**config.mk**
```make
export PLATFORM = sky130hd
export DESIGN_NAME = page_replacement_nru_clock
export DESIGN_NICKNAME = d
export VERILOG_FILES = /design/src/sv/prnc_pkg.sv /design/src/sv/prnc_ram.sv /design/src/sv/prnc_ctrl.sv /design/src/sv/prnc_dp.sv /design/src/sv/page_replacement_nru_clock.sv
export SDC_FILE = /design/constraint.sdc
export NUM_CORES = 1
export LEC_CHECK = 0
export BUFFER_PORTS_ARGS = -buffer_cell sky130_fd_sc_hd__buf_2
export CAP_MARGIN = 20
export CORE_AREA = 2 2 247 249
export DETAILED_ROUTE_END_ITERATION = 12
export DIE_AREA = 0 0 249 251
export HOLD_SLACK_MARGIN = 0.02
export PLACE_DENSITY = 0.66
export SLEW_MARGIN = 30
export SYNTH_ARGS = -nofsm -noshare
export SYNTH_HDL_FRONTEND = slang
export SYNTH_SLANG_ARGS = --single-unit
```
**constraint.sdc**
```tcl
create_clock -name clk -period 10.9 [get_ports clk]
set_input_delay 1.09 -clock clk [delete_from_list [all_inputs] [get_ports clk]]
set_output_delay 1.09 -clock clk [all_outputs]
set_load 0.005 [all_outputs]
```
**src/sv/prnc_pkg.sv**
```systemverilog
// ----------------------------------------------------------------------------
// prnc_pkg
// Shared constants, codes and controller/datapath interface types for the
// NRU / clock page replacement block.
// ----------------------------------------------------------------------------
package prnc_pkg;

  // page table geometry
  localparam int PAGES   = 128;
  localparam int PAGE_AW = $clog2(PAGES);
  localparam int STEP_W  = $clog2(2 * PAGES);
  localparam int FLAG_W  = 3;

  // field widths
  localparam int PAGE_W     = 7;
  localparam int CNT_W      = 32;
  localparam int IN_DATA_W  = 16;
  localparam int IN_USER_W  = 2;
  localparam int OUT_DATA_W = 80;

  // flag bit positions and masks
  localparam int FLAG_P = 0;
  localparam int FLAG_R = 1;
  localparam int FLAG_M = 2;
  localparam logic [FLAG_W-1:0] F_P = 3'b001;
  localparam logic [FLAG_W-1:0] F_R = 3'b010;
  localparam logic [FLAG_W-1:0] F_M = 3'b100;

  // item modes
  localparam logic [IN_USER_W-1:0] MODE_ACCESS = 2'd0;
  localparam logic [IN_USER_W-1:0] MODE_CLEAR  = 2'd1;
  localparam logic [IN_USER_W-1:0] MODE_LOAD   = 2'd2;

  // policy codes
  localparam logic POLICY_NRU   = 1'b0;
  localparam logic POLICY_CLOCK = 1'b1;

  typedef enum logic [2:0] {
    ST_IDLE,
    ST_LOOKUP,
    ST_SCAN,
    ST_NRU_PICK,
    ST_FINISH,
    ST_CLEAR,
    ST_RESULT
  } state_t;

  typedef enum logic [1:0] {
    RD_INPUT,
    RD_ZERO,
    RD_HAND,
    RD_NEXT
  } rd_src_t;

  typedef struct packed {
    logic    latch;
    logic    capture_old;
    logic    set_hit;
    logic    miss_inc;
    logic    wr_update;
    logic    wr_load;
    logic    scan_step;
    logic    clear_step;
    logic    nru_pick;
    logic    finish;
    logic    load_out;
    rd_src_t rd_src;
  } dp_cmd_t;

  typedef struct packed {
    logic [IN_USER_W-1:0] mode;
    logic                 page_ok;
    logic                 present;
    logic                 policy;
    logic                 found;
    logic                 scan_end;
    logic                 cur_last;
    logic                 out_free;
  } dp_status_t;

endpackage

```
**src/sv/prnc_ram.sv**
```systemverilog
// ----------------------------------------------------------------------------
// prnc_ram
// Generic simple dual-port RAM: one write port, one read port, registered read.
// ----------------------------------------------------------------------------
module prnc_ram #(
  parameter int WIDTH = 8,
  parameter int DEPTH = 16
) (
  input  logic                     clk,
  input  logic                     we,
  input  logic [$clog2(DEPTH)-1:0] waddr,
  input  logic [WIDTH-1:0]         wdata,
  input  logic [$clog2(DEPTH)-1:0] raddr,
  output logic [WIDTH-1:0]         rdata
);

  logic [WIDTH-1:0] mem [DEPTH];

  // write and registered read
  always_ff @(posedge clk) begin
    if (we) begin
      mem[waddr] <= wdata;
    end
    rdata <= mem[raddr];
  end

endmodule

```
**src/sv/prnc_ctrl.sv**
```systemverilog
// ----------------------------------------------------------------------------
// prnc_ctrl
// Sequencer for the page replacement block: lookup, victim scan, reference
// clear sweep and result hand-off.
// ----------------------------------------------------------------------------
module prnc_ctrl (
  input  logic                 clk,
  input  logic                 rst,
  input  logic                 s_axis_tvalid,
  output logic                 s_axis_tready,
  input  prnc_pkg::dp_status_t status,
  output prnc_pkg::dp_cmd_t    cmd
);
  import prnc_pkg::*;

  state_t state, state_next;

  // state register
  always_ff @(posedge clk) begin
    if (rst) begin
      state <= ST_IDLE;
    end else begin
      state <= state_next;
    end
  end

  // next state and commands
  always_comb begin
    state_next    = state;
    cmd           = '0;
    cmd.rd_src    = RD_NEXT;
    s_axis_tready = 1'b0;
    case (state)
      ST_IDLE: begin
        s_axis_tready = !rst;
        cmd.rd_src    = RD_INPUT;
        if (s_axis_tvalid && !rst) begin
          cmd.latch  = 1'b1;
          state_next = ST_LOOKUP;
        end
      end
      ST_LOOKUP: begin
        cmd.capture_old = 1'b1;
        if (status.mode == MODE_ACCESS && status.page_ok) begin
          if (status.present) begin
            cmd.set_hit   = 1'b1;
            cmd.wr_update = 1'b1;
            state_next    = ST_RESULT;
          end else begin
            cmd.miss_inc = 1'b1;
            cmd.rd_src   = (status.policy == POLICY_CLOCK) ? RD_HAND : RD_ZERO;
            state_next   = ST_SCAN;
          end
        end else if (status.mode == MODE_CLEAR) begin
          cmd.rd_src = RD_ZERO;
          state_next = ST_CLEAR;
        end else if (status.mode == MODE_LOAD && status.page_ok) begin
          cmd.wr_load = 1'b1;
          state_next  = ST_RESULT;
        end else begin
          state_next = ST_RESULT;
        end
      end
      ST_SCAN: begin
        cmd.scan_step = 1'b1;
        if (status.found) begin
          state_next = ST_FINISH;
        end else if (status.scan_end) begin
          state_next = (status.policy == POLICY_CLOCK) ? ST_FINISH : ST_NRU_PICK;
        end
      end
      ST_NRU_PICK: begin
        cmd.nru_pick = 1'b1;
        state_next   = ST_FINISH;
      end
      ST_FINISH: begin
        cmd.wr_update = 1'b1;
        cmd.finish    = 1'b1;
        state_next    = ST_RESULT;
      end
      ST_CLEAR: begin
        cmd.clear_step = 1'b1;
        if (status.cur_last) begin
          state_next = ST_RESULT;
        end
      end
      ST_RESULT: begin
        if (status.out_free) begin
          cmd.load_out = 1'b1;
          state_next   = ST_IDLE;
        end
      end
      default: begin
        state_next = ST_IDLE;
      end
    endcase
  end

endmodule

```
**src/sv/prnc_dp.sv**
```systemverilog
// ----------------------------------------------------------------------------
// prnc_dp
// Datapath: page flag RAM with valid bits, clock hand, NRU class trackers,
// saturating counters, policy register and the output register.
// ----------------------------------------------------------------------------
module prnc_dp (
  input  logic                                 clk,
  input  logic                                 rst,
  input  prnc_pkg::dp_cmd_t                    cmd,
  output prnc_pkg::dp_status_t                 status,
  input  logic [prnc_pkg::IN_DATA_W-1:0]       s_axis_tdata,
  input  logic [prnc_pkg::IN_USER_W-1:0]       s_axis_tuser,
  input  logic                                 cfg_valid,
  output logic                                 cfg_ready,
  input  logic                                 cfg_data,
  output logic                                 m_axis_tvalid,
  input  logic                                 m_axis_tready,
  output logic [prnc_pkg::OUT_DATA_W-1:0]      m_axis_tdata
);
  import prnc_pkg::*;

  // latched item
  logic [IN_USER_W-1:0] mode_q;
  logic [PAGE_W-1:0]    page_q;
  logic                 wr_q;
  logic [FLAG_W-1:0]    load_q;
  logic [FLAG_W-1:0]    old_q;

  // result and state
  logic               hit_q;
  logic               vvalid_q;
  logic [PAGE_AW-1:0] vpage_q;
  logic               vdirty_q;
  logic [PAGE_AW-1:0] hand;
  logic [CNT_W-1:0]   miss_cnt;
  logic [CNT_W-1:0]   acc_cnt;
  logic               policy;
  logic [STEP_W-1:0]  step;
  logic [PAGE_AW-1:0] cur;
  logic [PAGES-1:0]   vld;

  // nru class trackers, classes one to three
  logic [PAGE_AW-1:0] last1, last2, last3;
  logic               ok1, ok2, ok3;

  // ram ports
  logic               we;
  logic [PAGE_AW-1:0] waddr;
  logic [FLAG_W-1:0]  wdata;
  logic [PAGE_AW-1:0] raddr;
  logic [FLAG_W-1:0]  ram_q;

  logic [PAGE_AW-1:0] pidx;
  logic [PAGE_AW-1:0] cur_inc;
  logic [FLAG_W-1:0]  f;
  logic [FLAG_W-1:0]  upd_base;
  logic               found;
  logic               nru_any;
  logic [PAGE_AW-1:0] nru_ix;
  logic               nru_dirty;
  logic [CNT_W:0]     acc_sum;

  prnc_ram #(
    .WIDTH (FLAG_W),
    .DEPTH (PAGES)
  ) u_flags (
    .clk   (clk),
    .we    (we),
    .waddr (waddr),
    .wdata (wdata),
    .raddr (raddr),
    .rdata (ram_q)
  );

  assign cfg_ready = 1'b1;
  assign pidx      = PAGE_AW'(page_q);
  assign cur_inc   = (cur == PAGE_AW'(PAGES - 1)) ? '0 : cur + 1'b1;

  // never-written entries read as cleared flags
  assign f        = vld[cur] ? ram_q : '0;
  assign upd_base = cmd.capture_old ? f : old_q;

  // victim test: clock takes any present unreferenced page, nru only class zero
  assign found = (policy == POLICY_CLOCK) ? (f[FLAG_P] && !f[FLAG_R])
                                          : (f[FLAG_P] && !f[FLAG_R] && !f[FLAG_M]);

  // nru fallback: last page of the lowest non-empty class
  always_comb begin
    nru_any   = 1'b1;
    nru_ix    = last3;
    nru_dirty = 1'b1;
    if (ok1) begin
      nru_ix    = last1;
      nru_dirty = 1'b1;
    end else if (ok2) begin
      nru_ix    = last2;
      nru_dirty = 1'b0;
    end else if (!ok3) begin
      nru_any = 1'b0;
    end
  end

  // read address select
  always_comb begin
    case (cmd.rd_src)
      RD_INPUT: raddr = PAGE_AW'(s_axis_tdata[PAGE_W-1:0]);
      RD_ZERO:  raddr = '0;
      RD_HAND:  raddr = hand;
      RD_NEXT:  raddr = cur_inc;
      default:  raddr = cur_inc;
    endcase
  end

  // write port select
  always_comb begin
    we    = 1'b0;
    waddr = cur;
    wdata = '0;
    if (cmd.wr_update) begin
      we    = 1'b1;
      waddr = pidx;
      wdata = upd_base | F_P | F_R | (wr_q ? F_M : '0);
    end else if (cmd.wr_load) begin
      we    = 1'b1;
      waddr = pidx;
      wdata = load_q;
    end else if (cmd.scan_step) begin
      if (found) begin
        we = 1'b1;
      end else if (f[FLAG_P] && policy == POLICY_CLOCK) begin
        we    = 1'b1;
        wdata = f & ~F_R;
      end
    end else if (cmd.clear_step) begin
      we    = 1'b1;
      wdata = f & ~F_R;
    end else if (cmd.nru_pick) begin
      we    = nru_any;
      waddr = nru_ix;
    end
  end

  assign acc_sum = {1'b0, acc_cnt} + (vdirty_q ? (CNT_W + 1)'(2) : (CNT_W + 1)'(1));

  // status to the controller
  always_comb begin
    status.mode     = mode_q;
    status.page_ok  = 32'(page_q) < 32'(PAGES);
    status.present  = f[FLAG_P];
    status.policy   = policy;
    status.found    = found;
    status.scan_end = (policy == POLICY_CLOCK) ? (step == STEP_W'(2 * PAGES - 1))
                                               : (step == STEP_W'(PAGES - 1));
    status.cur_last = cur == PAGE_AW'(PAGES - 1);
    status.out_free = !m_axis_tvalid || m_axis_tready;
  end

  // read address tracking, item latch and result payload
  always_ff @(posedge clk) begin
    cur <= raddr;
    if (cmd.latch) begin
      mode_q   <= s_axis_tuser;
      page_q   <= s_axis_tdata[PAGE_W-1:0];
      wr_q     <= s_axis_tdata[PAGE_W];
      load_q   <= {s_axis_tdata[PAGE_W+3], s_axis_tdata[PAGE_W+2], s_axis_tdata[PAGE_W+1]};
      hit_q    <= 1'b0;
      vvalid_q <= 1'b0;
      vpage_q  <= '0;
      vdirty_q <= 1'b0;
      step     <= '0;
    end
    if (cmd.capture_old) begin
      old_q <= f;
    end
    if (cmd.set_hit) begin
      hit_q <= 1'b1;
    end
    if (cmd.scan_step) begin
      step <= step + 1'b1;
      if (found) begin
        vvalid_q <= 1'b1;
        vpage_q  <= cur;
        vdirty_q <= f[FLAG_M];
      end else if (policy == POLICY_NRU && f[FLAG_P]) begin
        case ({f[FLAG_R], f[FLAG_M]})
          2'b01:   last1 <= cur;
          2'b10:   last2 <= cur;
          default: last3 <= cur;
        endcase
      end
    end
    if (cmd.nru_pick && nru_any) begin
      vvalid_q <= 1'b1;
      vpage_q  <= nru_ix;
      vdirty_q <= nru_dirty;
    end
    if (cmd.load_out) begin
      m_axis_tdata <= {6'd0, acc_cnt, miss_cnt, vdirty_q, PAGE_W'(vpage_q), vvalid_q, hit_q};
    end
  end

  // control state: flags valid, hand, counters, policy, class marks, output valid
  always_ff @(posedge clk) begin
    if (rst) begin
      vld           <= '0;
      hand          <= '0;
      miss_cnt      <= '0;
      acc_cnt       <= '0;
      policy        <= POLICY_CLOCK;
      ok1           <= 1'b0;
      ok2           <= 1'b0;
      ok3           <= 1'b0;
      m_axis_tvalid <= 1'b0;
    end else begin
      if (we) begin
        vld[waddr] <= 1'b1;
      end
      if (cfg_valid) begin
        policy <= cfg_data;
      end
      if (cmd.latch) begin
        ok1 <= 1'b0;
        ok2 <= 1'b0;
        ok3 <= 1'b0;
      end
      if (cmd.scan_step && !found && policy == POLICY_NRU && f[FLAG_P]) begin
        case ({f[FLAG_R], f[FLAG_M]})
          2'b01:   ok1 <= 1'b1;
          2'b10:   ok2 <= 1'b1;
          default: ok3 <= 1'b1;
        endcase
      end
      if (cmd.scan_step && found && policy == POLICY_CLOCK) begin
        hand <= cur;
      end
      if (cmd.miss_inc && miss_cnt != '1) begin
        miss_cnt <= miss_cnt + 1'b1;
      end
      if (cmd.finish && vvalid_q) begin
        acc_cnt <= acc_sum[CNT_W] ? '1 : acc_sum[CNT_W-1:0];
      end
      if (cmd.load_out) begin
        m_axis_tvalid <= 1'b1;
      end else if (m_axis_tready) begin
        m_axis_tvalid <= 1'b0;
      end
    end
  end

endmodule

```
**src/sv/page_replacement_nru_clock.sv**
```systemverilog
// Sequence: hit, load and unused modes go from accept via lookup to the result; a miss
// adds a scan (clock: up to two passes from the hand; NRU: up to one pass from entry 0
// plus a class pick if no victim is found), then a finish; a clear visits every entry.
// Flow: one item at a time, next accept in the cycle after the result is loaded;
// the flag RAM port visits one entry per cycle and sets the scan length.
// Reset: flags read as clear through per-entry valid bits, no clearing pass; policy 1.
// ----------------------------------------------------------------------------
// page_replacement_nru_clock
// Page flag tracker with NRU class or clock second chance victim selection.
// ----------------------------------------------------------------------------
module page_replacement_nru_clock (
  input  logic                                clk,
  input  logic                                rst,
  // tdata: page_number[6:0], is_write, load_present, load_referenced, load_modified
  input  logic [prnc_pkg::IN_DATA_W-1:0]      s_axis_tdata,
  // tuser: mode[1:0]
  input  logic [prnc_pkg::IN_USER_W-1:0]      s_axis_tuser,
  input  logic                                s_axis_tvalid,
  output logic                                s_axis_tready,
  // tdata: hit, victim_valid, victim_page[6:0], victim_dirty, miss_total[31:0],
  //        access_total[31:0], zero pad
  output logic [prnc_pkg::OUT_DATA_W-1:0]     m_axis_tdata,
  output logic                                m_axis_tvalid,
  input  logic                                m_axis_tready,
  input  logic                                cfg_valid,
  output logic                                cfg_ready,
  input  logic                                cfg_data
);
  import prnc_pkg::*;

  dp_cmd_t    cmd;
  dp_status_t status;

  // sequencer
  prnc_ctrl u_ctrl (
    .clk           (clk),
    .rst           (rst),
    .s_axis_tvalid (s_axis_tvalid),
    .s_axis_tready (s_axis_tready),
    .status        (status),
    .cmd           (cmd)
  );

  // flag store and result datapath
  prnc_dp u_dp (
    .clk           (clk),
    .rst           (rst),
    .cmd           (cmd),
    .status        (status),
    .s_axis_tdata  (s_axis_tdata),
    .s_axis_tuser  (s_axis_tuser),
    .cfg_valid     (cfg_valid),
    .cfg_ready     (cfg_ready),
    .cfg_data      (cfg_data),
    .m_axis_tvalid (m_axis_tvalid),
    .m_axis_tready (m_axis_tready),
    .m_axis_tdata  (m_axis_tdata)
  );

endmodule

```
==> run metrics <==
Post-Route Skew 25.6 ps; kind of critical path flop to flop; Total Wirelength between 70,000 and 80,000 microns; Worst R2R Start u_dp.cur[2]$_DFF_P_; Post-synth EDFFs 500; Fmax approximately 150 MHz; worst-path cell chain buf_4 > nor2b_1 > a22oi_1 > nand3_1 > nand4_1 > o21bai_2 > nand4_4 > mux2_8 > buf_4 > buf_4 > mux2i_1 > a32oi_1 > o22ai_1 > nor2_1 > a31oi_1 > a2111oi_2; Worst-path clk slew 60 ps; die width roughly 250 microns; Internal Power 0.00563 W; number of setup buffers added after CTS 0; clk sinks 728; Overall Power 0.00926 W; CTS tree done; vias in the first global route 19.5k; Critical Path End u_dp.u_flags.rdata[0]$_DFF_P_; Clk pwr share 26.9%; worst-margin pin slew 971 ps; Cell Rows 90; Mapped Cells 2,447; sw frac 39.2%; number of antenna violations at the first check in global routing 0; cell mode on critical path buf_4; # setup viols final 0; sequential share of power between 30% and 40%; total die area 62,500 sq um; CP startpoint u_dp.cur[2]$_DFF_P_; Simple-Gate Fraction of Synth Area approximately 14%; Worst-Skew Late Latency 620 ps; status finished, final reports clean; Sw Pwr roughly 0.0036 W; nets 2,547; H-tree levels 3; crit path max fanout 51; layout cells sized above 1 11.8%; Avg WL per Cell 23.7 microns; portion of netlist area occupied by mux cells 5.00%; max_slew headroom 35.1%; synthesized cell area 29,700 sq um; post-route setup TNS 0 ps; ranking of synthesized cells by area edfxtp_1 (51%), dfxtp_1 (15%), nand2_1 (4.9%); unrepaired setup endpoints after global routing false; Max IR drop VDD around 0.00017 V; IO Port Bufs 94; Slew Limit Fails 0; max cap viols 0; complex-gate fraction of the synthesized area 10.1%; Hold Violations, Final 0; CTS Hold Bufs 0; Leakage 11.7 nW; DR pass1 iterations 5; Post-Synth Adder-Cell Area 0.362%; CTS resizes 0; CP max-delay cell nor2b_1; total grt overflow 0; initial core utilization 49.7%; Yosys cell types slightly above 90; max incr delay on CP approximately 850 ps; HPWL Detailed 50,300 microns; All-Layer GR Usage between 20% and 30%; Vias 20.1k; crit path DAT approximately 7300 ps; Logic pwr share between 30% and 40%; core area roughly 60,000 sq um; largest net degree at the start of global routing 101; Syn Area/Cell 12.1 sq um; drt drc 0; worst setup margin 4100 ps; gpl congestion roughly 0.87; R2R cell count 16; first-pass GRT wire length 119,000 microns; r2r endpoint u_dp.u_flags.rdata[0]$_DFF_P_; antenna-violating nets left 0; Req. time, crit path 11,410 ps; period utilization 62.4%; TritonCTS buffer count 75; worst hold path type flop to flop; boundary pin count 107; main combinational cell family by area after synthesis simple AND/OR/NAND/NOR gates; post-synthesis xor/xnor area fraction 1.77%; R2R Setup Slk 4100 ps; Final Critical Period just under 7000 ps; initial drt markers 2,069; Clock Tree Root clkbuf_16; FFs w/ async S/R, synth 0%; vias per cell 5.99; Yosys Warn Count 0; leading area contributor after synthesis edfxtp_1; Setup WS pre-CTS 4330 ps; #FFs+latches synth between 700 and 800; CP endpoint kind flop; startpoint class of the critical path flop; synthesis-to-layout area growth 11.7%; sequential share of the synthesized area around two thirds; Yosys top cell area share 50.6%; clock tree buffer depth 3; Cell Pwr Density 279 nW/um^2; top_reg_cell synth edfxtp_1; die height 251 microns
-- layout make-up --
type,count,area [sq um]
Fill cell,4944,26600
Sequential cell,728,19600
Multi-Input combinational cell,1555,9330
Clock buffer,108,2160
Tap cell,782,978
Timing Repair Buffer,129,761
Clock inverter,28,230
Inverter,26,108
Antenna cell,3,7.51
-- synthesized netlist by cell type (31+ instances only) --
library cell and instances:
buf_2 44, mux2i_1 137, xor2_1 38, a21oi_1 93, edfxtp_1 500, clkbuf_1 57, nand3_1 126, nor2_1 225
and3_1 35, o21a_1 129, o21ai_0 31, nand2_1 390, dfxtp_1 228
-- state kept, by name, indices dropped and copies added (netlist names), 7 cells and up --
register	count
u_dp.acc_cnt	32
u_dp.hand	7
u_dp.last2	7
u_dp.step	8
u_dp.miss_cnt	32
u_dp.vld	128
u_dp.last1	7
u_dp.page_q	7
u_dp.cur	7
u_dp.m_axis_tdata	74
u_dp.vpage_q	7
u_dp.u_flags.mem	384
u_dp.last3	7
-- power by group through the flow --
stage	clock network (W)	logic [W]	registers [W]
finish	0.00249	0.00336	0.00340
global route	0.00263	0.00353	0.00341
CTS	0.00252	0.00330	0.00340
detailed placement	0	0.00328	0.00345
global placement	0	0.00323	0.00345
floorplan	0	0.00215	0.00342
-- routing by layer --
| metal | global-route usage (%) | vias to the layer above | wire [microns] |
|---|---|---|---|
| met5 | 0 | - | 0 |
| met4 | 10.5 | 0 | 3380 |
| met3 | 3.99 | 206 | 6390 |
| met2 | 40.6 | 972 | 36800 |
| met1 | 34.3 | 9892 | 33100 |
| li1 | - | 9052 | - |
-- per-stage QoR --
step | utilization (%) | hold WS (ps) | instances | instance area [sq um]
2_1_floorplan | - | 400 | 2452 | 29700
5_1_grt | 55.4 | 419 | 3356 | 33200
3_3_place_gp | 51.4 | 417 | 3219 | 30700
3_5_place_dp | 51.4 | 409 | 3220 | 30800
6_report | 55.5 | 414 | 3359 | 33200
4_1_cts | 55.4 | 408 | 3356 | 33200
-- worst max-delay path: cells and delay by family (launching register included) --
family,cells,cell delay [ps]
mux,2,770
buf+inv,3,1780
compound gates,6,1590
simple gates,5,1830
flops,1,670
-- layout by cell type (no fill, tap or decap), types with 9 or more instances in the layout --
cell       synthesis  final
edfxtp_1         500    500
nor3_1            25     25
xor2_1            38     38
mux2_2             9      9
buf_4             23     32
clkbuf_16          0     78
mux2i_1          137    137
inv_1             23     22
a32oi_1           23     23
nand2b_1          12     12
nand2_1          390    389
nor2_2            11     12
clkinv_2           1     14
nand4_1           29     29
nand3_1          126    125
buf_2             44     94
clkbuf_1          57     20
dfxtp_1          228    226
a211oi_1          13     13
or3_1             14     14
xnor2_1           22     22
nor2_1           225    224
o21ai_0           31     31
nor2b_1            9      9
a31oi_1           18     18
a21oi_1           93     92
clkbuf_8           0     10
a2111oi_0         10     10
and3_1            35     34
a32o_1            11     11
a22oi_1           25     25
o21a_1           129    129
-- logic make-up (layout without fill, tap and decap cells) --
group,after synthesis,after routing
XOR/XNOR,60,60
adder cells (fa/ha/maj),8,8
AO/OA/AOI/OAI,414,414
buffers and inverters,169,291
multiplexers,147,147
AND/OR/NAND/NOR,919,919
other,2,10
flip-flops,728,728
-- how the worst min path moves through the flow --
| stage | from | end | slack (ps) | cells past startpoint |
|---|---|---|---|---|
| after floorplan | u_dp.vpage_q[0]$_DFF_P_ | u_dp.m_axis_tdata[2]$_DFFE_PP_ | 400 | 0 |
| after global placement | u_dp.vpage_q[0]$_DFF_P_ | u_dp.m_axis_tdata[2]$_DFFE_PP_ | 420 | 0 |
| after detailed placement | u_dp.vpage_q[5]$_DFF_P_ | u_dp.m_axis_tdata[7]$_DFFE_PP_ | 410 | 0 |
| after CTS | u_dp.vpage_q[5]$_DFF_P_ | u_dp.m_axis_tdata[7]$_DFFE_PP_ | 410 | 0 |
| after global routing | u_dp.vpage_q[5]$_DFF_P_ | u_dp.m_axis_tdata[7]$_DFFE_PP_ | 420 | 0 |
| final | u_dp.vpage_q[5]$_DFF_P_ | u_dp.m_axis_tdata[7]$_DFFE_PP_ | 410 | 0 |
(Power assumes the default switching activity.)
